**config.mk**
```make
export PLATFORM = sky130hd
export DESIGN_NAME = n_queens_first_solution_flat
export DESIGN_NICKNAME = d
export VERILOG_FILES = /design/src/rtl/nqfs_pkg.sv /design/src/rtl/nqfs_size_if.sv /design/src/rtl/nqfs_result_if.sv /design/src/rtl/nqfs_stack_ram.sv /design/src/rtl/nqfs_engine.sv /design/src/rtl/n_queens_first_solution.sv /design/src/flat_wrapper.sv
export VERILOG_INCLUDE_DIRS = /design/src /design/src/rtl
export SDC_FILE = /design/constraint.sdc
export NUM_CORES = 1
export LEC_CHECK = 0
export ABC_AREA = 0
export BUFFER_PORTS_ARGS = -buffer_cell sky130_fd_sc_hd__buf_2
export CORE_MARGIN = 2
export CORE_UTILIZATION = 44
export CTS_CLUSTER_SIZE = 25
export DETAILED_ROUTE_END_ITERATION = 16
export MAX_ROUTING_LAYER = met4
export REMOVE_ABC_BUFFERS = 1
export SLEW_MARGIN = 20
export SYNTH_ARGS = -nofsm -noshare
export SYNTH_HDL_FRONTEND = slang
export SYNTH_SLANG_ARGS = --single-unit
```
**constraint.sdc**
```tcl
create_clock -name clk -period 6.04 [get_ports clk]
set_input_delay 0 -clock clk [delete_from_list [all_inputs] [get_ports clk]]
set_output_delay 0 -clock clk [all_outputs]
set_load 0.05 [all_outputs]
```
**src/rtl/n_queens_first_solution_macros.svh**
```systemverilog
// Assertion macros used by the engine RTL. Each expects clk and rst_n in scope.
`ifndef N_QUEENS_FIRST_SOLUTION_MACROS_SVH
`define N_QUEENS_FIRST_SOLUTION_MACROS_SVH

// Same-cycle implication, disabled while reset is asserted.
`define NQFS_ASSERT_IMP(lbl, ante, cons, msg) \
    lbl: assert property (@(posedge clk) disable iff (!rst_n) (ante) |-> (cons)) \
        else $error(msg);

// Next-cycle implication, disabled while reset is asserted.
`define NQFS_ASSERT_NXT(lbl, ante, cons, msg) \
    lbl: assert property (@(posedge clk) disable iff (!rst_n) (ante) |=> (cons)) \
        else $error(msg);

`endif

```
**src/rtl/nqfs_pkg.sv**
```systemverilog
`timescale 1ns / 1ps
package nqfs_pkg;

    localparam int MAX_N_DEF = 16;

    localparam int SIZE_W = 5;
    localparam int COL_W  = 4;
    localparam int ROW_W  = 4;

    typedef struct packed {
        logic [COL_W-1:0] column_index;
        logic [ROW_W-1:0] queen_row;
        logic             found;
        logic             last_of_run;
    } result_t;

endpackage

```
**src/rtl/nqfs_size_if.sv**
```systemverilog
`timescale 1ns / 1ps
interface nqfs_size_if;
    logic                        valid;
    logic                        ready;
    logic [nqfs_pkg::SIZE_W-1:0] board_size;

    modport source (output valid, output board_size, input ready);
    modport sink   (input valid, input board_size, output ready);
endinterface

```
**src/rtl/nqfs_result_if.sv**
```systemverilog
`timescale 1ns / 1ps
interface nqfs_result_if;
    logic                       valid;
    logic                       ready;
    logic [nqfs_pkg::COL_W-1:0] column_index;
    logic [nqfs_pkg::ROW_W-1:0] queen_row;
    logic                       found;
    logic                       last_of_run;

    modport source (output valid, output column_index, output queen_row,
                    output found, output last_of_run, input ready);
    modport sink   (input valid, input column_index, input queen_row,
                    input found, input last_of_run, output ready);
endinterface

```
**src/rtl/nqfs_stack_ram.sv**
```systemverilog
`timescale 1ns / 1ps
module nqfs_stack_ram #(
    parameter int DEPTH = nqfs_pkg::MAX_N_DEF,
    parameter int WIDTH = $clog2(nqfs_pkg::MAX_N_DEF)
) (
    input  logic                     clk,
    input  logic                     we,
    input  logic [$clog2(DEPTH)-1:0] waddr,
    input  logic [WIDTH-1:0]         wdata,
    input  logic                     re,
    input  logic [$clog2(DEPTH)-1:0] raddr,
    output logic [WIDTH-1:0]         rdata
);

    logic [WIDTH-1:0] mem [DEPTH];
    logic [WIDTH-1:0] rdata_reg;

    always_ff @(posedge clk)
    begin
        if (we)
        begin
            mem[waddr] <= wdata;
        end
    end

    // Read data holds until the next read is issued.
    always_ff @(posedge clk)
    begin
        if (re)
        begin
            rdata_reg <= mem[raddr];
        end
    end

    assign rdata = rdata_reg;

endmodule

```
**src/rtl/nqfs_engine.sv**
```systemverilog
`timescale 1ns / 1ps
`include "n_queens_first_solution_macros.svh"
module nqfs_engine #(
    parameter int MAX_N = nqfs_pkg::MAX_N_DEF
) (
    input  logic                       clk,
    input  logic                       rst_n,
    input  logic                       start_valid,
    output logic                       start_ready,
    input  logic [$clog2(MAX_N+1)-1:0] start_n,
    output logic                       res_valid,
    input  logic                       res_ready,
    output nqfs_pkg::result_t          res
);

    localparam int CW = $clog2(MAX_N + 1);
    localparam int AW = $clog2(MAX_N);
    localparam int DN = 2 * MAX_N - 1;
    localparam int DW = $clog2(DN);

    typedef enum logic [4:0] {
        S_IDLE      = 5'b00001,
        S_SCAN      = 5'b00010,
        S_POP       = 5'b00100,
        S_EMIT_SEND = 5'b01000,
        S_FAIL_SEND = 5'b10000
    } state_t;

    state_t          state_reg, state_next;
    logic [CW-1:0]   n_reg, n_next;
    logic [CW-1:0]   col_reg, col_next;
    logic [CW-1:0]   row_reg, row_next;
    logic [MAX_N-1:0] row_mask_reg, row_mask_next;
    logic [DN-1:0]   rise_mask_reg, rise_mask_next;
    logic [DN-1:0]   fall_mask_reg, fall_mask_next;

    logic            ram_we, ram_re;
    logic [AW-1:0]   ram_waddr, ram_raddr;
    logic [AW-1:0]   ram_rdata;

    logic [AW-1:0]   t_row;
    logic [AW-1:0]   t_col;
    logic [DW-1:0]   rise_idx, fall_idx;
    logic            cell_free;
    logic            toggle;
    logic [CW-1:0]   col_inc, col_dec;
    logic            emit_last;

    nqfs_stack_ram #(
        .DEPTH (MAX_N),
        .WIDTH (AW)
    ) u_stack (
        .clk   (clk),
        .we    (ram_we),
        .waddr (ram_waddr),
        .wdata (row_reg[AW-1:0]),
        .re    (ram_re),
        .raddr (ram_raddr),
        .rdata (ram_rdata)
    );

    // The cell under test is the scanned row while searching, and the row read back
    // from the stack while backing out of a column.
    assign t_row    = (state_reg == S_POP) ? ram_rdata : row_reg[AW-1:0];
    assign t_col    = col_reg[AW-1:0];
    assign rise_idx = DW'(t_row) + DW'(t_col);
    assign fall_idx = DW'(t_col) + DW'(n_reg) - DW'(1) - DW'(t_row);
    assign cell_free = !row_mask_reg[t_row] && !rise_mask_reg[rise_idx]
                       && !fall_mask_reg[fall_idx];

    assign col_inc   = col_reg + CW'(1);
    assign col_dec   = col_reg - CW'(1);
    assign emit_last = (col_inc == n_reg);

    assign ram_waddr = t_col;

    always_comb
    begin
        state_next     = state_reg;
        n_next         = n_reg;
        col_next       = col_reg;
        row_next       = row_reg;
        row_mask_next  = row_mask_reg;
        rise_mask_next = rise_mask_reg;
        fall_mask_next = fall_mask_reg;
        ram_we         = 1'b0;
        ram_re         = 1'b0;
        ram_raddr      = col_reg[AW-1:0];
        toggle         = 1'b0;
        start_ready    = 1'b0;
        res_valid      = 1'b0;
        res            = '0;

        unique case (state_reg)
            S_IDLE:
            begin
                start_ready = 1'b1;
                if (start_valid)
                begin
                    n_next         = start_n;
                    col_next       = '0;
                    row_next       = '0;
                    row_mask_next  = '0;
                    rise_mask_next = '0;
                    fall_mask_next = '0;
                    state_next     = (start_n == '0) ? S_FAIL_SEND : S_SCAN;
                end
            end
            S_SCAN:
            begin
                if (col_reg == n_reg)
                begin
                    // Board complete: fetch column 0 for the first beat.
                    ram_re     = 1'b1;
                    ram_raddr  = '0;
                    col_next   = '0;
                    state_next = S_EMIT_SEND;
                end
                else if (row_reg == n_reg)
                begin
                    if (col_reg == '0)
                    begin
                        state_next = S_FAIL_SEND;
                    end
                    else
                    begin
                        ram_re     = 1'b1;
                        ram_raddr  = col_dec[AW-1:0];
                        col_next   = col_dec;
                        state_next = S_POP;
                    end
                end
                else if (cell_free)
                begin
                    toggle   = 1'b1;
                    ram_we   = 1'b1;
                    col_next = col_inc;
                    row_next = '0;
                end
                else
                begin
                    row_next = row_reg + CW'(1);
                end
            end
            S_POP:
            begin
                toggle     = 1'b1;
                row_next   = CW'(ram_rdata) + CW'(1);
                state_next = S_SCAN;
            end
            S_EMIT_SEND:
            begin
                res_valid        = 1'b1;
                res.column_index = nqfs_pkg::COL_W'(col_reg);
                res.queen_row    = nqfs_pkg::ROW_W'(ram_rdata);
                res.found        = 1'b1;
                res.last_of_run  = emit_last;
                if (res_ready)
                begin
                    if (emit_last)
                    begin
                        state_next = S_IDLE;
                    end
                    else
                    begin
                        ram_re    = 1'b1;
                        ram_raddr = col_inc[AW-1:0];
                        col_next  = col_inc;
                    end
                end
            end
            S_FAIL_SEND:
            begin
                res_valid       = 1'b1;
                res.last_of_run = 1'b1;
                if (res_ready)
                begin
                    state_next = S_IDLE;
                end
            end
            default:
            begin
                state_next = S_IDLE;
            end
        endcase

        if (toggle)
        begin
            row_mask_next[t_row]     = ~row_mask_reg[t_row];
            rise_mask_next[rise_idx] = ~rise_mask_reg[rise_idx];
            fall_mask_next[fall_idx] = ~fall_mask_reg[fall_idx];
        end
    end

    always_ff @(posedge clk or negedge rst_n)
    begin
        if (!rst_n)
        begin
            state_reg     <= S_IDLE;
            n_reg         <= '0;
            col_reg       <= '0;
            row_reg       <= '0;
            row_mask_reg  <= '0;
            rise_mask_reg <= '0;
            fall_mask_reg <= '0;
        end
        else
        begin
            state_reg     <= state_next;
            n_reg         <= n_next;
            col_reg       <= col_next;
            row_reg       <= row_next;
            row_mask_reg  <= row_mask_next;
            rise_mask_reg <= rise_mask_next;
            fall_mask_reg <= fall_mask_next;
        end
    end

    `NQFS_ASSERT_IMP(a_no_rw_same_cycle, ram_we, !ram_re, "stack written and read in one cycle")
    `NQFS_ASSERT_IMP(a_scan_bounds, state_reg == S_SCAN,
        col_reg <= n_reg && row_reg <= n_reg, "search position beyond board")
    `NQFS_ASSERT_IMP(a_full_board, state_reg == S_EMIT_SEND,
        $countones(row_mask_reg) == int'(n_reg), "solution emitted with rows unplaced")
    `NQFS_ASSERT_NXT(a_start_clears, state_reg == S_IDLE && start_valid,
        row_mask_reg == '0 && rise_mask_reg == '0 && col_reg == '0,
        "new search did not start from an empty board")

endmodule

```
**src/rtl/n_queens_first_solution.sv**
```systemverilog
`timescale 1ns / 1ps
// Search: a backtracking search over row trials and backtracks, then one beat per column;
// the search grows steeply with the board size.
// Throughput: one board at a time; the next size is taken once the last beat has left
// the engine. Results then pass the output register at one per cycle when not stalled.
// Reset: asynchronous, active low; clears control state and masks, the row stack is not cleared.
module n_queens_first_solution #(
    parameter int MAX_N = nqfs_pkg::MAX_N_DEF
) (
    input logic           clk,
    input logic           rst_n,
    nqfs_size_if.sink     size_ch,
    nqfs_result_if.source result_ch
);

    localparam int CW = $clog2(MAX_N + 1);

    logic              eng_res_valid;
    logic              eng_res_ready;
    nqfs_pkg::result_t eng_res;
    logic [CW-1:0]     n_sat;

    logic              out_valid_reg;
    nqfs_pkg::result_t out_data_reg;

    // Sizes above the supported maximum saturate.
    assign n_sat = (32'(size_ch.board_size) > MAX_N) ? CW'(MAX_N) : CW'(size_ch.board_size);

    nqfs_engine #(
        .MAX_N (MAX_N)
    ) u_engine (
        .clk         (clk),
        .rst_n       (rst_n),
        .start_valid (size_ch.valid),
        .start_ready (size_ch.ready),
        .start_n     (n_sat),
        .res_valid   (eng_res_valid),
        .res_ready   (eng_res_ready),
        .res         (eng_res)
    );

    assign eng_res_ready = !out_valid_reg || result_ch.ready;

    always_ff @(posedge clk or negedge rst_n)
    begin
        if (!rst_n)
        begin
            out_valid_reg <= 1'b0;
        end
        else if (eng_res_ready)
        begin
            out_valid_reg <= eng_res_valid;
        end
    end

    always_ff @(posedge clk)
    begin
        if (eng_res_ready && eng_res_valid)
        begin
            out_data_reg <= eng_res;
        end
    end

    assign result_ch.valid        = out_valid_reg;
    assign result_ch.column_index = out_data_reg.column_index;
    assign result_ch.queen_row    = out_data_reg.queen_row;
    assign result_ch.found        = out_data_reg.found;
    assign result_ch.last_of_run  = out_data_reg.last_of_run;

endmodule

```
**src/flat_wrapper.sv**
```systemverilog
// flat-port wrapper written by rule: the top's interface ports become plain ports
module n_queens_first_solution_flat 
#(
    parameter int MAX_N = nqfs_pkg::MAX_N_DEF
)
  (clk, rst_n, size_ch_valid, size_ch_board_size, size_ch_ready, result_ch_valid, result_ch_column_index, result_ch_queen_row, result_ch_found, result_ch_last_of_run, result_ch_ready);
  nqfs_size_if size_ch_i ();
  nqfs_result_if result_ch_i ();
  input logic clk;
  input logic rst_n;
  input wire logic [$bits(size_ch_i.valid)-1:0] size_ch_valid;
  input wire logic [$bits(size_ch_i.board_size)-1:0] size_ch_board_size;
  output wire logic [$bits(size_ch_i.ready)-1:0] size_ch_ready;
  output wire logic [$bits(result_ch_i.valid)-1:0] result_ch_valid;
  output wire logic [$bits(result_ch_i.column_index)-1:0] result_ch_column_index;
  output wire logic [$bits(result_ch_i.queen_row)-1:0] result_ch_queen_row;
  output wire logic [$bits(result_ch_i.found)-1:0] result_ch_found;
  output wire logic [$bits(result_ch_i.last_of_run)-1:0] result_ch_last_of_run;
  input wire logic [$bits(result_ch_i.ready)-1:0] result_ch_ready;
  assign size_ch_i.valid = size_ch_valid;
  assign size_ch_i.board_size = size_ch_board_size;
  assign size_ch_ready = size_ch_i.ready;
  assign result_ch_valid = result_ch_i.valid;
  assign result_ch_column_index = result_ch_i.column_index;
  assign result_ch_queen_row = result_ch_i.queen_row;
  assign result_ch_found = result_ch_i.found;
  assign result_ch_last_of_run = result_ch_i.last_of_run;
  assign result_ch_i.ready = result_ch_ready;
  n_queens_first_solution #(.MAX_N(MAX_N)) u_core (.clk(clk), .rst_n(rst_n), .size_ch(size_ch_i), .result_ch(result_ch_i));
endmodule
```
Yosys cells after proc, flatten, opt, wreduce, memory -nomap -nowiden
Memory sizes are Yosys's and may differ from the RTL's. A register that Yosys moved wholly into a read port is not among the register bits. Cells that the tools add are included. W data, S select, Z words.

Bits in registers: 109. RAM bits: 64. Memories kept: 1. Output and inout bits: 12. Word-level logic and storage cells: 139. Input bits: 9.

Memory list: u_core.u_engine.u_stack.mem (depth 16, bits a word 4, read ports 1, clocked after memory_dff 1, write ports 1, RTL line nqfs_stack_ram.sv:15) `logic [WIDTH-1:0] mem [DEPTH];`.

Reduce and logical (&&, ||, !) cells: 20. $lt $le $gt $ge: 7. Bitwise gates (word level): 3. Add/sub/neg operators: 8. Equality and inequality tests: 18. Multiplexer cells: 70.

Operators with widths (number): $mux W31 (6); $mux W5 (19); $bwmux W31 (2); $mux W16 (3); $pmux W5 S3 (2); $pmux W5 S5 (1); $mux W4 (6); $mux W1 (20); $bwmux W16 (1); $eq A5 B5 Y1 (3); $lt A5 B6 Y1 const B (2); $add A5 B1 Y5 const B (2); $bmux W1 S5 (2); $demux W1 S5 (2); $ge A5 B1 Y1 const B (2); $logic_not A5 Y1 (2); $ne A2 B2 Y1 const B (5); $sub A5 B1 Y5 const B (2); $ne A4 B4 Y1 const B (2); $pmux W4 S2 (1); $logic_and A1 B1 Y1 (6); $pmux W1 S2 (3); $reduce_and A6 Y1 (1); $reduce_bool A3 Y1 (2); other kinds (23) (29).

Depth between registers and ports, before layout
Gate-level depths: netlist of run 1.

Word-level depth: 14. Mapped depth: 23.

By module
A second synthesis of run 1 with hierarchy kept.

Cell total of the unflattened synthesis: 912. Area total of the unflattened synthesis: 10176.0 µm².

Modules (own cells, without submodules): nqfs_engine (area an instance 7086.8 µm², sequential area each 2453.6 µm², cells an instance 763, times used 1); nqfs_stack_ram (area an instance 2706.3 µm², sequential area each 2042.0 µm², cells an instance 130, times used 1); n_queens_first_solution (area an instance 382.9 µm², sequential area each 325.3 µm², cells an instance 19, times used 1).

Least setup slack after synthesis of run 1
OpenSTA, ideal clock, no wires.

Path kind: flip-flop to flip-flop. Start point: reg u_core.u_engine.state_reg[4]. End point: mem u_core.u_engine.u_stack.mem[3][0] in the netlist's numbering, enable pin. Required time: 5663 ps. Arrival time: 5199 ps. Library setup time: 377 ps. Cell stages (with the launch flop): 19. Slack: 464 ps. Clock period less this slack: 5576 ps. Path through: dfrtp_1 > buf_4 > or3_1 > buf_4 > nor3_1 > or2_1 > clkbuf_1 > xor2_1 > ha_1 > clkbuf_1 > clkbuf_1 > mux4_2 > nand2_1 > mux2i_1 > a211o_1 > or4b_1 > buf_2 > nor2_1 > nor4bb_1.

Cells in the longest elaborated chain, start to end: 14.

Ends and longest elaborated chain: start: declaration (RTL line nqfs_engine.sv:29) `state_t state_reg, state_next;`; start signal: assignment (RTL line nqfs_engine.sv:209) `state_reg <= state_next;`; $eq A5 B3 Y1 (RTL line nqfs_engine.sv:64) `assign t_row = (state_reg == S_POP) ? ram_rdata : row_reg[AW-1:0];`; $mux W4 (RTL line nqfs_engine.sv:64); $add A4 B4 Y5 (RTL line nqfs_engine.sv:66) `assign rise_idx = DW'(t_row) + DW'(t_col);`; $bmux W1 S5 (RTL line nqfs_engine.sv:68) `assign cell_free = !row_mask_reg[t_row] && !rise_mask_reg[rise_idx]`; $mux W1 (not written as such) (RTL line nqfs_engine.sv:68); $logic_not A1 Y1 (RTL line nqfs_engine.sv:68); $logic_and A1 B1 Y1 (RTL line nqfs_engine.sv:68); $logic_and A1 B1 Y1 (RTL line nqfs_engine.sv:69) `&& !fall_mask_reg[fall_idx];`; $mux W1 (RTL line nqfs_engine.sv:133) `else if (cell_free)`; $mux W1 (RTL line nqfs_engine.sv:119) `else if (row_reg == n_reg)`; $mux W1 (RTL line nqfs_engine.sv:111) `if (col_reg == n_reg)`; $mux W1 * (RTL line nqfs_engine.sv:94) `unique case (state_reg)`; $mux W1 * (RTL line nqfs_stack_ram.sv:20) `if (we)`; $mux W1 (not written as such) * (RTL line nqfs_stack_ram.sv:22) `mem[waddr] <= wdata;`; end: declaration (RTL line nqfs_stack_ram.sv:15).

Every way passes the cells marked *; elsewhere a longest branch is shown, timed or not. The select of a mux whose other input is x is not followed.

Worst setup path after layout of run 1
Start point: reg u_core.u_engine.state_reg[4]. End point: reg u_core.u_engine.fall_mask_reg[0].

Cells in the longest elaborated chain, start to end: 13.

Ends and longest elaborated chain: $eq A5 B3 Y1 (RTL line nqfs_engine.sv:64, nqfs_engine.sv:94); $mux W4 (RTL line nqfs_engine.sv:64); $add A4 B4 Y5 (RTL line nqfs_engine.sv:66); $bmux W1 S5 (RTL line nqfs_engine.sv:68); $mux W1 (not written as such) (RTL line nqfs_engine.sv:68); $logic_not A1 Y1 (RTL line nqfs_engine.sv:68); $logic_and A1 B1 Y1 (RTL line nqfs_engine.sv:68); $logic_and A1 B1 Y1 (RTL line nqfs_engine.sv:69); $mux W1 (RTL line nqfs_engine.sv:133); $mux W1 (RTL line nqfs_engine.sv:119); $mux W1 (RTL line nqfs_engine.sv:111); $pmux W1 S2 (RTL line nqfs_engine.sv:94); $mux W31 * (RTL line nqfs_engine.sv:187) `if (toggle)`; via u_core.u_engine.fall_mask_next[0] (RTL line nqfs_engine.sv:35) `logic [DN-1:0] fall_mask_reg, fall_mask_next;`; end signal: assignment (RTL line nqfs_engine.sv:215) `fall_mask_reg <= fall_mask_next;`; end: declaration (RTL line nqfs_engine.sv:35).

The timed path passes the listed nets; every way through them passes the cells marked *. The select of a mux whose other input is x is not followed. A chain may end at the register's enable or synchronous reset.

==> results_dict.tcl, run 1 <==
set metrics [dict create \
    finish.instance_area_um2 11190 \
    hold_violations 0 \
    ctsRootBufferMaster "sky130_fd_sc_hd__clkbuf_16" \
    place_congestion 0.9126 \
    groute.usage.overall_pct 22.40 \
    die_area_um2 24010 \
    number_of_drc_markers_after_the_initial_detailed_route_iteration 603 \
    power_report.internal_total_uw 3156 \
    status "finished clean" \
    critical_path_required_ns 6.35 \
    grt_start_max_net_pins 88 \
    synth_edf_count 78 \
    final_min_period_over_clock_period_pct 93.56 \
    synth_cell_types 79 \
    cts_htree_levels 4 \
    tritoncts "yes" \
    start_util_pct 44.55 \
    first_global_vias 7436 \
    vias_per_cell 6.228 \
    power.ir.vdd_worst_mv 0.4182 \
    setup.worst_path.start_class "register" \
    worst-endpoint-arrival_ns 5.96 \
    max_cap_viol_count 0 \
    worst_hold_check_path_type "input pin to async pin" \
    seq_area_frac_synth_pct 48.09 \
    nNetsFinal 962 \
    post-route-drc-count 0 \
    mappedNetlistArea_um2 10020 \
    critical_path_class "register to register" \
    max_freq_mhz 177.0 \
    portBuffers 20 \
    numClockSinks 177 \
    power.density_nw_per_um2 568.3 \
    final_util_pct 49.72 \
    synth_top_cells_by_area "sky130_fd_sc_hd__dfrtp_1 (24%), sky130_fd_sc_hd__edfxtp_1 (23%), sky130_fd_sc_hd__mux2i_1 (5.5%), sky130_fd_sc_hd__mux4_2 (3.1%), sky130_fd_sc_hd__nand2_1 (3.1%)" \
    clkLatencyLatePin_ns 0.44 \
    rsz0062_at_grt "false" \
    detailed_place.area_um2 10460 \
    syn-mean-instance-area_um2 10.92 \
    clock_transition_time_at_the_flip_flop_clock_pins_of_the_worst_setup_and_hold_paths_ns 0.08 \
    synth_top_area_cell "sky130_fd_sc_hd__dfrtp_1" \
    hold_slack_ns 0.04356 \
    timing.critical_path.fanout_max 39 \
    yosys_register_bits 177 \
    layout-drive-gt1-share_pct 14.48 \
    power.leakage_uw 0.004450 \
    sw_frac_of_total_pct 50.37 \
    die_y_um 154.9 \
    design.portCount 21 \
    wire_length_of_the_first_global_routing_pass_mm 41.35 \
    power_frac_clock_pct 17.5 \
    synth_top_cell_area_share_pct 24.46 \
    die_width_um 154.9 \
    final-max-slew-violation-count 0 \
    ctsLongestPathBuffers 2 \
    fin_worst_skew_ns 0.01450 \
    yosys_warnings 0 \
    reg2regPathDepth 16 \
    setup_violations 0 \
    route.final.wire_length_mm 25.44 \
    grt-ovfl-total 0 \
    antennaDiodeCount 0 \
    number_of_antenna_violations_at_the_first_check_in_global_routing 0 \
    layout.cells.non_filler 1231 \
    drt_first_pass_iters 5 \
    post-cts-setup-buffers 0 \
    dp.final_hpwl_mm 16.80 \
    ys.flop_type "sky130_fd_sc_hd__dfrtp_1" \
    power.share.combinational_pct 57.5 \
    power_uw 6359 \
    detailroute.via_count 7667 \
    core_um2 22500 \
    dp_cells 1187 \
    synth-async-reset-ratio_pct 55.93 \
    row_count 55 \
    synthesis.instances 918 \
    switching_power_uw 3203 \
    numCtsBuffers 17 \
    flow.area_growth_from_synthesis_pct 11.61 \
    end_kind "register" \
    detail_route.wl_per_cell_um 20.67 \
    power_frac_seq_pct 24.9 \
    slew-limit-headroom_pct 38.93 \
    worst-slew-pin-transition_ns 0.9133 \
    min_period_ns 5.651 \
    largest_register_ffs 64 \
    ant_nets 0 \
]
[power by group through the flow]
stage	clock (uW)	combinational, uW	sequential [uW]
after detailed placement	0	3560	1600
after global routing	1170	4020	1600
after CTS	1130	3580	1580
after global placement	0	3540	1600
after floorplan	0	2370	1650
final	1110	3660	1580
[worst paths after layout]
kind	startpoint	end	slack (ns)
max	u_core.u_engine.state_reg[4]	u_core.u_engine.fall_mask_reg[0]	0.39
min	rst_n	u_core.u_engine.fall_mask_reg[15]	0.04
max reg2reg	u_core.u_engine.state_reg[4]	u_core.u_engine.fall_mask_reg[0]	0.39
min reg2reg	u_core.u_engine.row_mask_reg[14]	u_core.u_engine.row_mask_reg[14]	0.52
max in group asynchronous	rst_n	u_core.u_engine.row_mask_reg[5]	4.72
min in group clk	size_ch_board_size[4]	u_core.u_engine.n_reg[4]	0.39
[per-layer routing]
| layer | global-route usage [%] | vias up | wire length, um |
|---|---|---|---|
| li1 | - | 3615 | - |
| met1 | 30.56 | 3833 | 11760 |
| met4 | 6.393 | 0 | 472 |
| met2 | 34.88 | 187 | 12180 |
| met3 | 3.565 | 32 | 1033 |
| met5 | - | - | 0 |
[cell usage in the layout (no fill, tap or decap), drive strengths merged, types with 13 or more instances in the layout]
cell	count
dfrtp	98
nand2	82
edfxtp	78
buf	56
mux2i	55
o311ai	53
nand3	35
nor2	35
o21ai	33
o31ai	32
inv	31
nand4	24
a21oi	23
o41ai	22
xnor2	21
nor3	19
clkbuf	18
ha	17
nand2b	15
mux4	14
nand3b	13
[through the flow]
stage	worst slack, ns	setup TNS, ns
after floorplan	-0.3651	-16.92
after global placement	0.4010	0
after detailed placement	0.3060	0
after CTS	0.2849	0
after global routing	0.006842	0
final	0.3891	0
[critical path, stage by stage, from the launching register on]
cell                       delay [ns]
sky130_fd_sc_hd__dfrtp_1         0.48
sky130_fd_sc_hd__or3_1           0.42
sky130_fd_sc_hd__buf_4           0.19
sky130_fd_sc_hd__nor2_2          0.13
sky130_fd_sc_hd__mux2_2          0.37
sky130_fd_sc_hd__clkinv_1        0.16
sky130_fd_sc_hd__fa_1            0.45
sky130_fd_sc_hd__ha_1            0.36
sky130_fd_sc_hd__a21oi_1         0.38
sky130_fd_sc_hd__xor2_2          0.30
sky130_fd_sc_hd__nand3_1         0.11
sky130_fd_sc_hd__a211o_1         0.34
sky130_fd_sc_hd__or4b_1          0.56
sky130_fd_sc_hd__o21a_2          0.37
sky130_fd_sc_hd__buf_4           0.31
sky130_fd_sc_hd__o311ai_0        0.43
sky130_fd_sc_hd__o41ai_1         0.14
[Yosys cell counts (3+ instances only)]
master,n
sky130_fd_sc_hd__nand2_1,82
sky130_fd_sc_hd__o311ai_0,20
sky130_fd_sc_hd__o211ai_1,4
sky130_fd_sc_hd__ha_1,17
sky130_fd_sc_hd__nor2_1,34
sky130_fd_sc_hd__o32ai_1,5
sky130_fd_sc_hd__a31oi_1,8
sky130_fd_sc_hd__and3_1,8
sky130_fd_sc_hd__o21a_1,3
sky130_fd_sc_hd__xnor2_1,21
sky130_fd_sc_hd__mux2_2,10
sky130_fd_sc_hd__or3_1,5
sky130_fd_sc_hd__buf_4,3
sky130_fd_sc_hd__a211o_1,3
sky130_fd_sc_hd__o21ai_0,30
sky130_fd_sc_hd__edfxtp_1,78
sky130_fd_sc_hd__buf_2,11
sky130_fd_sc_hd__mux4_2,14
sky130_fd_sc_hd__o41ai_1,22
sky130_fd_sc_hd__fa_1,3
sky130_fd_sc_hd__o2111a_1,5
sky130_fd_sc_hd__clkbuf_1,54
sky130_fd_sc_hd__a211oi_1,4
sky130_fd_sc_hd__xor2_1,7
sky130_fd_sc_hd__a221o_1,4
sky130_fd_sc_hd__mux2i_1,55
sky130_fd_sc_hd__o311ai_1,33
sky130_fd_sc_hd__o22ai_1,5
sky130_fd_sc_hd__a21oi_1,22
sky130_fd_sc_hd__a21o_1,9
sky130_fd_sc_hd__o31ai_1,32
sky130_fd_sc_hd__nand3b_1,11
sky130_fd_sc_hd__nand3_1,35
sky130_fd_sc_hd__dfrtp_1,98
sky130_fd_sc_hd__nand4_1,24
sky130_fd_sc_hd__nor3_1,18
sky130_fd_sc_hd__nor2b_1,9
sky130_fd_sc_hd__o21bai_1,3
sky130_fd_sc_hd__and2_1,7
sky130_fd_sc_hd__nor4_1,6
sky130_fd_sc_hd__nand2b_1,15
sky130_fd_sc_hd__nor4_2,5
sky130_fd_sc_hd__inv_1,24
sky130_fd_sc_hd__a22oi_1,3
[kinds of logic (layout without fill, tap and decap cells)]
family,Yosys count,count (layout),share of synthesized area (%)
AND/OR/NAND/NOR,277,277,14.80
AO/OA/AOI/OAI,239,239,18.11
flip-flops,177,177,48.09
buffers and inverters,98,126,4.069
multiplexers,79,79,9.760
XOR/XNOR,28,28,2.446
adder cells (fa/ha/maj),20,20,2.721
[timing repair]
| action | 4_1_cts | 5_1_grt |
|---|---|---|
| resized for setup | 0 | 4 |
| hold buffers | 12 | 0 |
| hold endpoints to repair | 39 | 0 |
| setup endpoints to repair | 0 | 7 |
[final cells by class]
cell class / instances / area [um2]
Inverter: 26 / 97.59
Clock inverter: 14 / 153.9
Tap cell: 285 / 356.6
Multi-Input combinational cell: 643 / 4837
Fill cell: 2011 / 11310
Clock buffer: 18 / 429.2
Sequential cell: 177 / 4821
Timing Repair Buffer: 68 / 493.0
No activity file was read; power rests on OpenSTA's default activity.
==> inputs of run 2 (changes only) <==
Settings changed: CORE_UTILIZATION 44 to 45.
Clock period 6.04 ns to 4.65 ns, I/O delays scaled along.
==> results_dict.tcl, run 2 (same netlist as run 1, synthesis figures left out) <==
set metrics [dict create \
    multiInputGateArea_um2 5602 \
    critical_path_required_ns 4.98 \
    worst_slack_ns -0.1402 \
    final_min_period_over_clock_period_pct 103.0 \
    vias_per_cell 6.290 \
    register_area_um2 4821 \
    post-route-drc-count 0 \
    detailroute.via_count 8240 \
    cts_htree_levels 4 \
    timing.critical_path.fanout_max 8 \
    hold_violations 0 \
    start_util_pct 45.94 \
    critical-path-top-delay-family "simple AND/OR/NAND/NOR gates" \
    worst_hold_check_path_type "input pin to register" \
    ctsLongestPathBuffers 2 \
    ant_nets 0 \
    slew-limit-headroom_pct 40.54 \
    clkLatencyLatePin_ns 0.43 \
    min_period_ns 4.790 \
    critPathMostFrequentCell "sky130_fd_sc_hd__buf_4" \
    antennaDiodeCount 0 \
    numCtsBuffers 17 \
    critical_path_class "register to register" \
    groute.usage.overall_pct 24.87 \
    timing.critical_path.cells "or3_4 -> nor2_2 -> mux2_2 -> clkinv_1 -> fa_1 -> ha_1 -> a21oi_2 -> xor2_1 -> nand3_1 -> a211o_1 -> or4b_4 -> buf_4 -> buf_12 -> o21ai_2 -> buf_6 -> buf_4 -> a21oi_1 -> a41oi_1" \
    setup.worst_path.start_class "register" \
    die_y_um 153.3 \
    numClockSinks 177 \
    number_of_antenna_violations_at_the_first_check_in_global_routing 0 \
    detail_route.wl_per_cell_um 21.54 \
    row_count 54 \
    worst_path_largest_cell_delay_ns 0.58 \
    first_global_vias 8293 \
    most_common_cell_after_layout_fill_and_taps_aside "sky130_fd_sc_hd__dfrtp_1" \
    grt-ovfl-total 0 \
    route.final.wire_length_mm 28.22 \
    layout.cells.most_common_list "sky130_fd_sc_hd__dfrtp_1 (98), sky130_fd_sc_hd__buf_4 (97), sky130_fd_sc_hd__edfxtp_1 (78)" \
    final.setup.tns_ns -7.532 \
    rsz0062_at_grt "true" \
    tritoncts "yes" \
    fin_worst_skew_ns 0.01122 \
    wire_length_of_the_first_global_routing_pass_mm 45.48 \
    layout-drive-gt1-share_pct 30.39 \
    max_freq_mhz 208.8 \
    clock_transition_time_at_the_flip_flop_clock_pins_of_the_worst_setup_and_hold_paths_ns 0.07 \
    final_util_pct 58.65 \
    die_width_um 153.3 \
    dp.final_hpwl_mm 17.79 \
    place_congestion 0.8832 \
    design.portCount 21 \
    number_of_drc_markers_after_the_initial_detailed_route_iteration 707 \
    worst-slew-pin-transition_ns 0.8919 \
    nNetsFinal 1046 \
    layout.cells.non_filler 1310 \
    max_cap_viol_count 0 \
    final-max-slew-violation-count 0 \
    grt_start_max_net_pins 66 \
    failed_checks "negative setup slack" \
    flow.area_growth_from_synthesis_pct 27.67 \
    dp_cells 1246 \
    portBuffers 20 \
    die_area_um2 23490 \
    critical-path-slowest-cell "sky130_fd_sc_hd__or4b_4" \
    ctsRootBufferMaster "sky130_fd_sc_hd__clkbuf_16" \
    drt_first_pass_iters 5 \
    fillers 1783 \
    worst-endpoint-arrival_ns 5.12 \
    end_kind "register" \
    status "finished, violations left" \
    setup_violations 97 \
    core_um2 21820 \
    critPathBufInv 5 \
    largest_register_ffs 64 \
]
run 2: cell type report:
class / count / area share, %
flip-flops and latches: 177 / 37.67
well taps: 280 / 2.737
repair buffers: 152 / 10.49
clock buffers: 19 / 3.383
clock inverters: 13 / 1.193
multi-input cells: 643 / 43.77
inverters: 26 / 0.7625
run 2: what timing repair did:
item                                   CTS  global route
pin swaps                               18            19
setup endpoints to repair              152           151
resized for setup                      102            90
hold buffers                            10             0
cloned                                   4             0
endpoints found under the hold margin   70             0
buffers inserted                        10             9
run 2: path summary, 6_finish.rpt:
check	slack [ns]	cells after the start	end	startpoint
min reg2reg	0.52	2	u_core.u_engine.row_mask_reg[6]	u_core.u_engine.row_mask_reg[6]
max	-0.14	18	u_core.u_engine.col_reg[4]	u_core.u_engine.state_reg[0]
min	0.006	3	u_core.u_engine.state_reg[4]	size_ch_valid
max reg2reg	-0.14	18	u_core.u_engine.col_reg[4]	u_core.u_engine.state_reg[0]
min in group asynchronous	0.21	2	u_core.u_engine.fall_mask_reg[16]	rst_n
max in group asynchronous	3.39	3	u_core.u_engine.row_reg[3]	rst_n
run 2: metrics by stage:
stage                     cell area (um2)  hold slack [ns]  worst slack [ns]
after floorplan                      9714          -0.2956            -1.755
after global placement              11000           0.1590           -0.2864
after detailed placement            11000           0.1552           -0.3641
after CTS                           12340        0.0001955          -0.07816
after global routing                12800          0.03800           -0.2784
final                               12800         0.005985           -0.1402
run 2: worst register-to-register path: stages (launching register included):
cell and delay [ns]:
sky130_fd_sc_hd__dfstp_2 0.37, sky130_fd_sc_hd__or3_4 0.42, sky130_fd_sc_hd__nor2_2 0.17, sky130_fd_sc_hd__mux2_2 0.37, sky130_fd_sc_hd__clkinv_1 0.07, sky130_fd_sc_hd__fa_1 0.41, sky130_fd_sc_hd__ha_1 0.39, sky130_fd_sc_hd__a21oi_2 0.25
sky130_fd_sc_hd__xor2_1 0.25, sky130_fd_sc_hd__nand3_1 0.11, sky130_fd_sc_hd__a211o_1 0.34, sky130_fd_sc_hd__or4b_4 0.58, sky130_fd_sc_hd__buf_4 0.17, sky130_fd_sc_hd__buf_12 0.13, sky130_fd_sc_hd__o21ai_2 0.15, sky130_fd_sc_hd__buf_6 0.14
sky130_fd_sc_hd__buf_4 0.11, sky130_fd_sc_hd__a21oi_1 0.06, sky130_fd_sc_hd__a41oi_1 0.20
run 2: metal layers:
layer / vias to the layer above / GRT usage [%] / wire (um)
met5: - / - / 0
met4: 0 / 6.526 / 580
met3: 51 / 4.338 / 1250
met2: 228 / 41.31 / 14250
met1: 4182 / 31.65 / 12140
li1: 3779 / - / -
Power of run 2 is not shown: default switching activity piles up to over one toggle a cycle in this logic, so the estimate is an artifact.
==> inputs of run 3 (changes only) <==
Settings changed: CAP_MARGIN set to 20, REMOVE_ABC_BUFFERS 1 to unset.
==> results_dict.tcl, run 3 (same netlist as run 1, synthesis figures left out) <==
set metrics [dict create \
    status "finished, violations left" \
    failed_checks "negative setup slack" \
    power.ir.vdd_worst_mv 0.6622 \
    power_frac_clock_pct 15.2 \
    nNetsFinal 1046 \
    clock_transition_time_at_the_flip_flop_clock_pins_of_the_worst_setup_and_hold_paths_ns 0.08 \
    mappedNetlistNets 947 \
    setup_violations 134 \
    ctsRootBufferMaster "sky130_fd_sc_hd__clkbuf_16" \
    die_width_um 153.3 \
    ant_nets 0 \
    die_area_um2 23490 \
    final_min_period_over_clock_period_pct 103.1 \
    r2r_setup_slack_ns -0.15 \
    ctsLongestPathBuffers 2 \
    power_uw 10130 \
    most_common_cell_after_layout_fill_and_taps_aside "sky130_fd_sc_hd__buf_4" \
    start_util_pct 45.94 \
    groute.usage.overall_pct 24.18 \
    largest_register_ffs 64 \
    number_of_drc_markers_after_the_initial_detailed_route_iteration 671 \
    sw_frac_of_total_pct 49.11 \
    detailroute.via_count 8132 \
    flow.area_growth_from_synthesis_pct 27.92 \
    power_frac_seq_pct 20.2 \
    grt_start_max_net_pins 88 \
    vias_per_cell 6.208 \
    min_period_ns 4.795 \
    design.portCount 21 \
    first_global_vias 7774 \
    power.density_nw_per_um2 790.2 \
    portBuffers 20 \
    final_util_pct 58.76 \
    antennaDiodeCount 0 \
    route.final.wire_length_mm 28.01 \
    grt-ovfl-total 0 \
    power.leakage_uw 0.005125 \
    power.share.combinational_pct 64.6 \
    numCtsBuffers 17 \
    hold_violations 0 \
    worst-slew-pin-transition_ns 0.9726 \
    post-route-drc-count 0 \
    power_report.internal_total_uw 5157 \
    final-max-slew-violation-count 0 \
    worst-endpoint-arrival_ns 5.10 \
    slew-limit-headroom_pct 35.16 \
    wire_length_of_the_first_global_routing_pass_mm 43.94 \
    tritoncts "yes" \
    r2r_start "u_core.u_engine.state_reg[3]" \
    switching_power_uw 4976 \
    end_kind "register" \
    layout.cells.most_common_list "sky130_fd_sc_hd__buf_4 (102), sky130_fd_sc_hd__dfrtp_1 (98), sky130_fd_sc_hd__edfxtp_1 (78)" \
    rsz0062_at_grt "true" \
    core_um2 21820 \
    cts_htree_levels 4 \
    detail_route.wl_per_cell_um 21.38 \
    number_of_antenna_violations_at_the_first_check_in_global_routing 0 \
    worst_hold_check_path_type "input pin to async pin" \
    setup.worst_path.start_class "register" \
    layout-drive-gt1-share_pct 29.81 \
    place_congestion 0.8781 \
    worst_slack_ns -0.1454 \
    critical_path_required_ns 4.96 \
    critical_path_class "register to register" \
    max_freq_mhz 208.5 \
    clkLatencyLatePin_ns 0.44 \
    fin_worst_skew_ns 0.01433 \
    timing.critical_path.fanout_max 39 \
    drt_first_pass_iters 5 \
    register_area_um2 4821 \
    dp.final_hpwl_mm 17.38 \
    numClockSinks 177 \
    multiInputGateArea_um2 5605 \
    die_y_um 153.3 \
    row_count 54 \
    critical_path.startpoint "u_core.u_engine.state_reg[3]" \
    fillers 1784 \
    max_cap_viol_count 0 \
]
==> run 3: cell count changes in the layout (fill, tap and decap cells not counted), sizes merged <==
cell / delta
nor2: +1
inv: +4
clkinvlp: -2
buf: -5
dlygate4sd3: +2
==> run 3: power by group through the flow <==
stage	clock network, uW	registers (uW)	logic, uW
2_1_floorplan	0	2060	3830
3_3_place_gp	0	2060	5750
3_5_place_dp	0	2060	5750
4_1_cts	1560	2040	6160
5_1_grt	1620	2070	7060
6_report	1540	2050	6540
==> run 3: routing by layer <==
metal	GRT usage (%)	routed length, um	vias to the layer above
met5	-	0	-
met4	5.379	286	0
met2	36.63	13110	263
met3	3.034	1403	19
met1	34.99	13210	4057
li1	-	-	3793
==> run 3: worst paths after layout <==
check,to,depth (start not counted)
max reg2reg,u_core.u_engine.fall_mask_reg[18],19
min reg2reg,u_core.u_engine.rise_mask_reg[26],2
min,u_core.u_engine.row_mask_reg[2],2
min in group clk,u_core.u_engine.n_reg[4],3
max in group asynchronous,u_core.u_engine.rise_mask_reg[4],3
max,u_core.u_engine.fall_mask_reg[18],19
==> run 3: what timing repair did <==
item	4_1_cts	5_1_grt
gates resized for setup	48	65
gates cloned	3	2
pin swaps	10	15
setup endpoints to repair	140	150
hold buffers	12	0
setup buffers	25	2
endpoints found under the hold margin	57	0
==> run 3: per-stage QoR <==
stage               setup WS [ns]  TNS [ns]  instances  hold WS (ns)  cell area [um2]
global route              -0.2725    -26.08       1310        0.2248            12820
detailed placement        -0.1918    -13.67       1237        0.1112            11180
global placement          -0.1065    -6.187       1237        0.1125            11180
CTS                      -0.05049   -0.9012       1309        0.1862            12370
finish                    -0.1454    -9.586       1310        0.1747            12820
floorplan                -0.02289   -0.4600        918       -0.2956            10300
==> run 3: layout make-up <==
cell class | instances | share of cell area, %
multi-input combinational | 644 | 43.71
sequential | 177 | 37.59
timing repair buffer | 151 | 10.24
clock buffer | 17 | 3.317
tap | 280 | 2.732
clock inverter | 15 | 1.610
inverter | 26 | 0.7903
==> run 3: worst max-delay path, cell delays in order, from the launching register on <==
cell and delay, ns:
sky130_fd_sc_hd__dfrtp_1 0.42, sky130_fd_sc_hd__buf_6 0.14, sky130_fd_sc_hd__nor3_4 0.22, sky130_fd_sc_hd__a21oi_2 0.09
sky130_fd_sc_hd__or2_4 0.29, sky130_fd_sc_hd__inv_4 0.06, sky130_fd_sc_hd__ha_4 0.12, sky130_fd_sc_hd__inv_2 0.03
sky130_fd_sc_hd__fa_2 0.59, sky130_fd_sc_hd__buf_12 0.15, sky130_fd_sc_hd__mux4_2 0.31, sky130_fd_sc_hd__inv_2 0.08
sky130_fd_sc_hd__o32ai_2 0.07, sky130_fd_sc_hd__mux2_4 0.28, sky130_fd_sc_hd__a211o_1 0.31, sky130_fd_sc_hd__or4b_4 0.59
sky130_fd_sc_hd__o21a_4 0.29, sky130_fd_sc_hd__buf_12 0.19, sky130_fd_sc_hd__o311ai_1 0.29, sky130_fd_sc_hd__o31ai_1 0.13
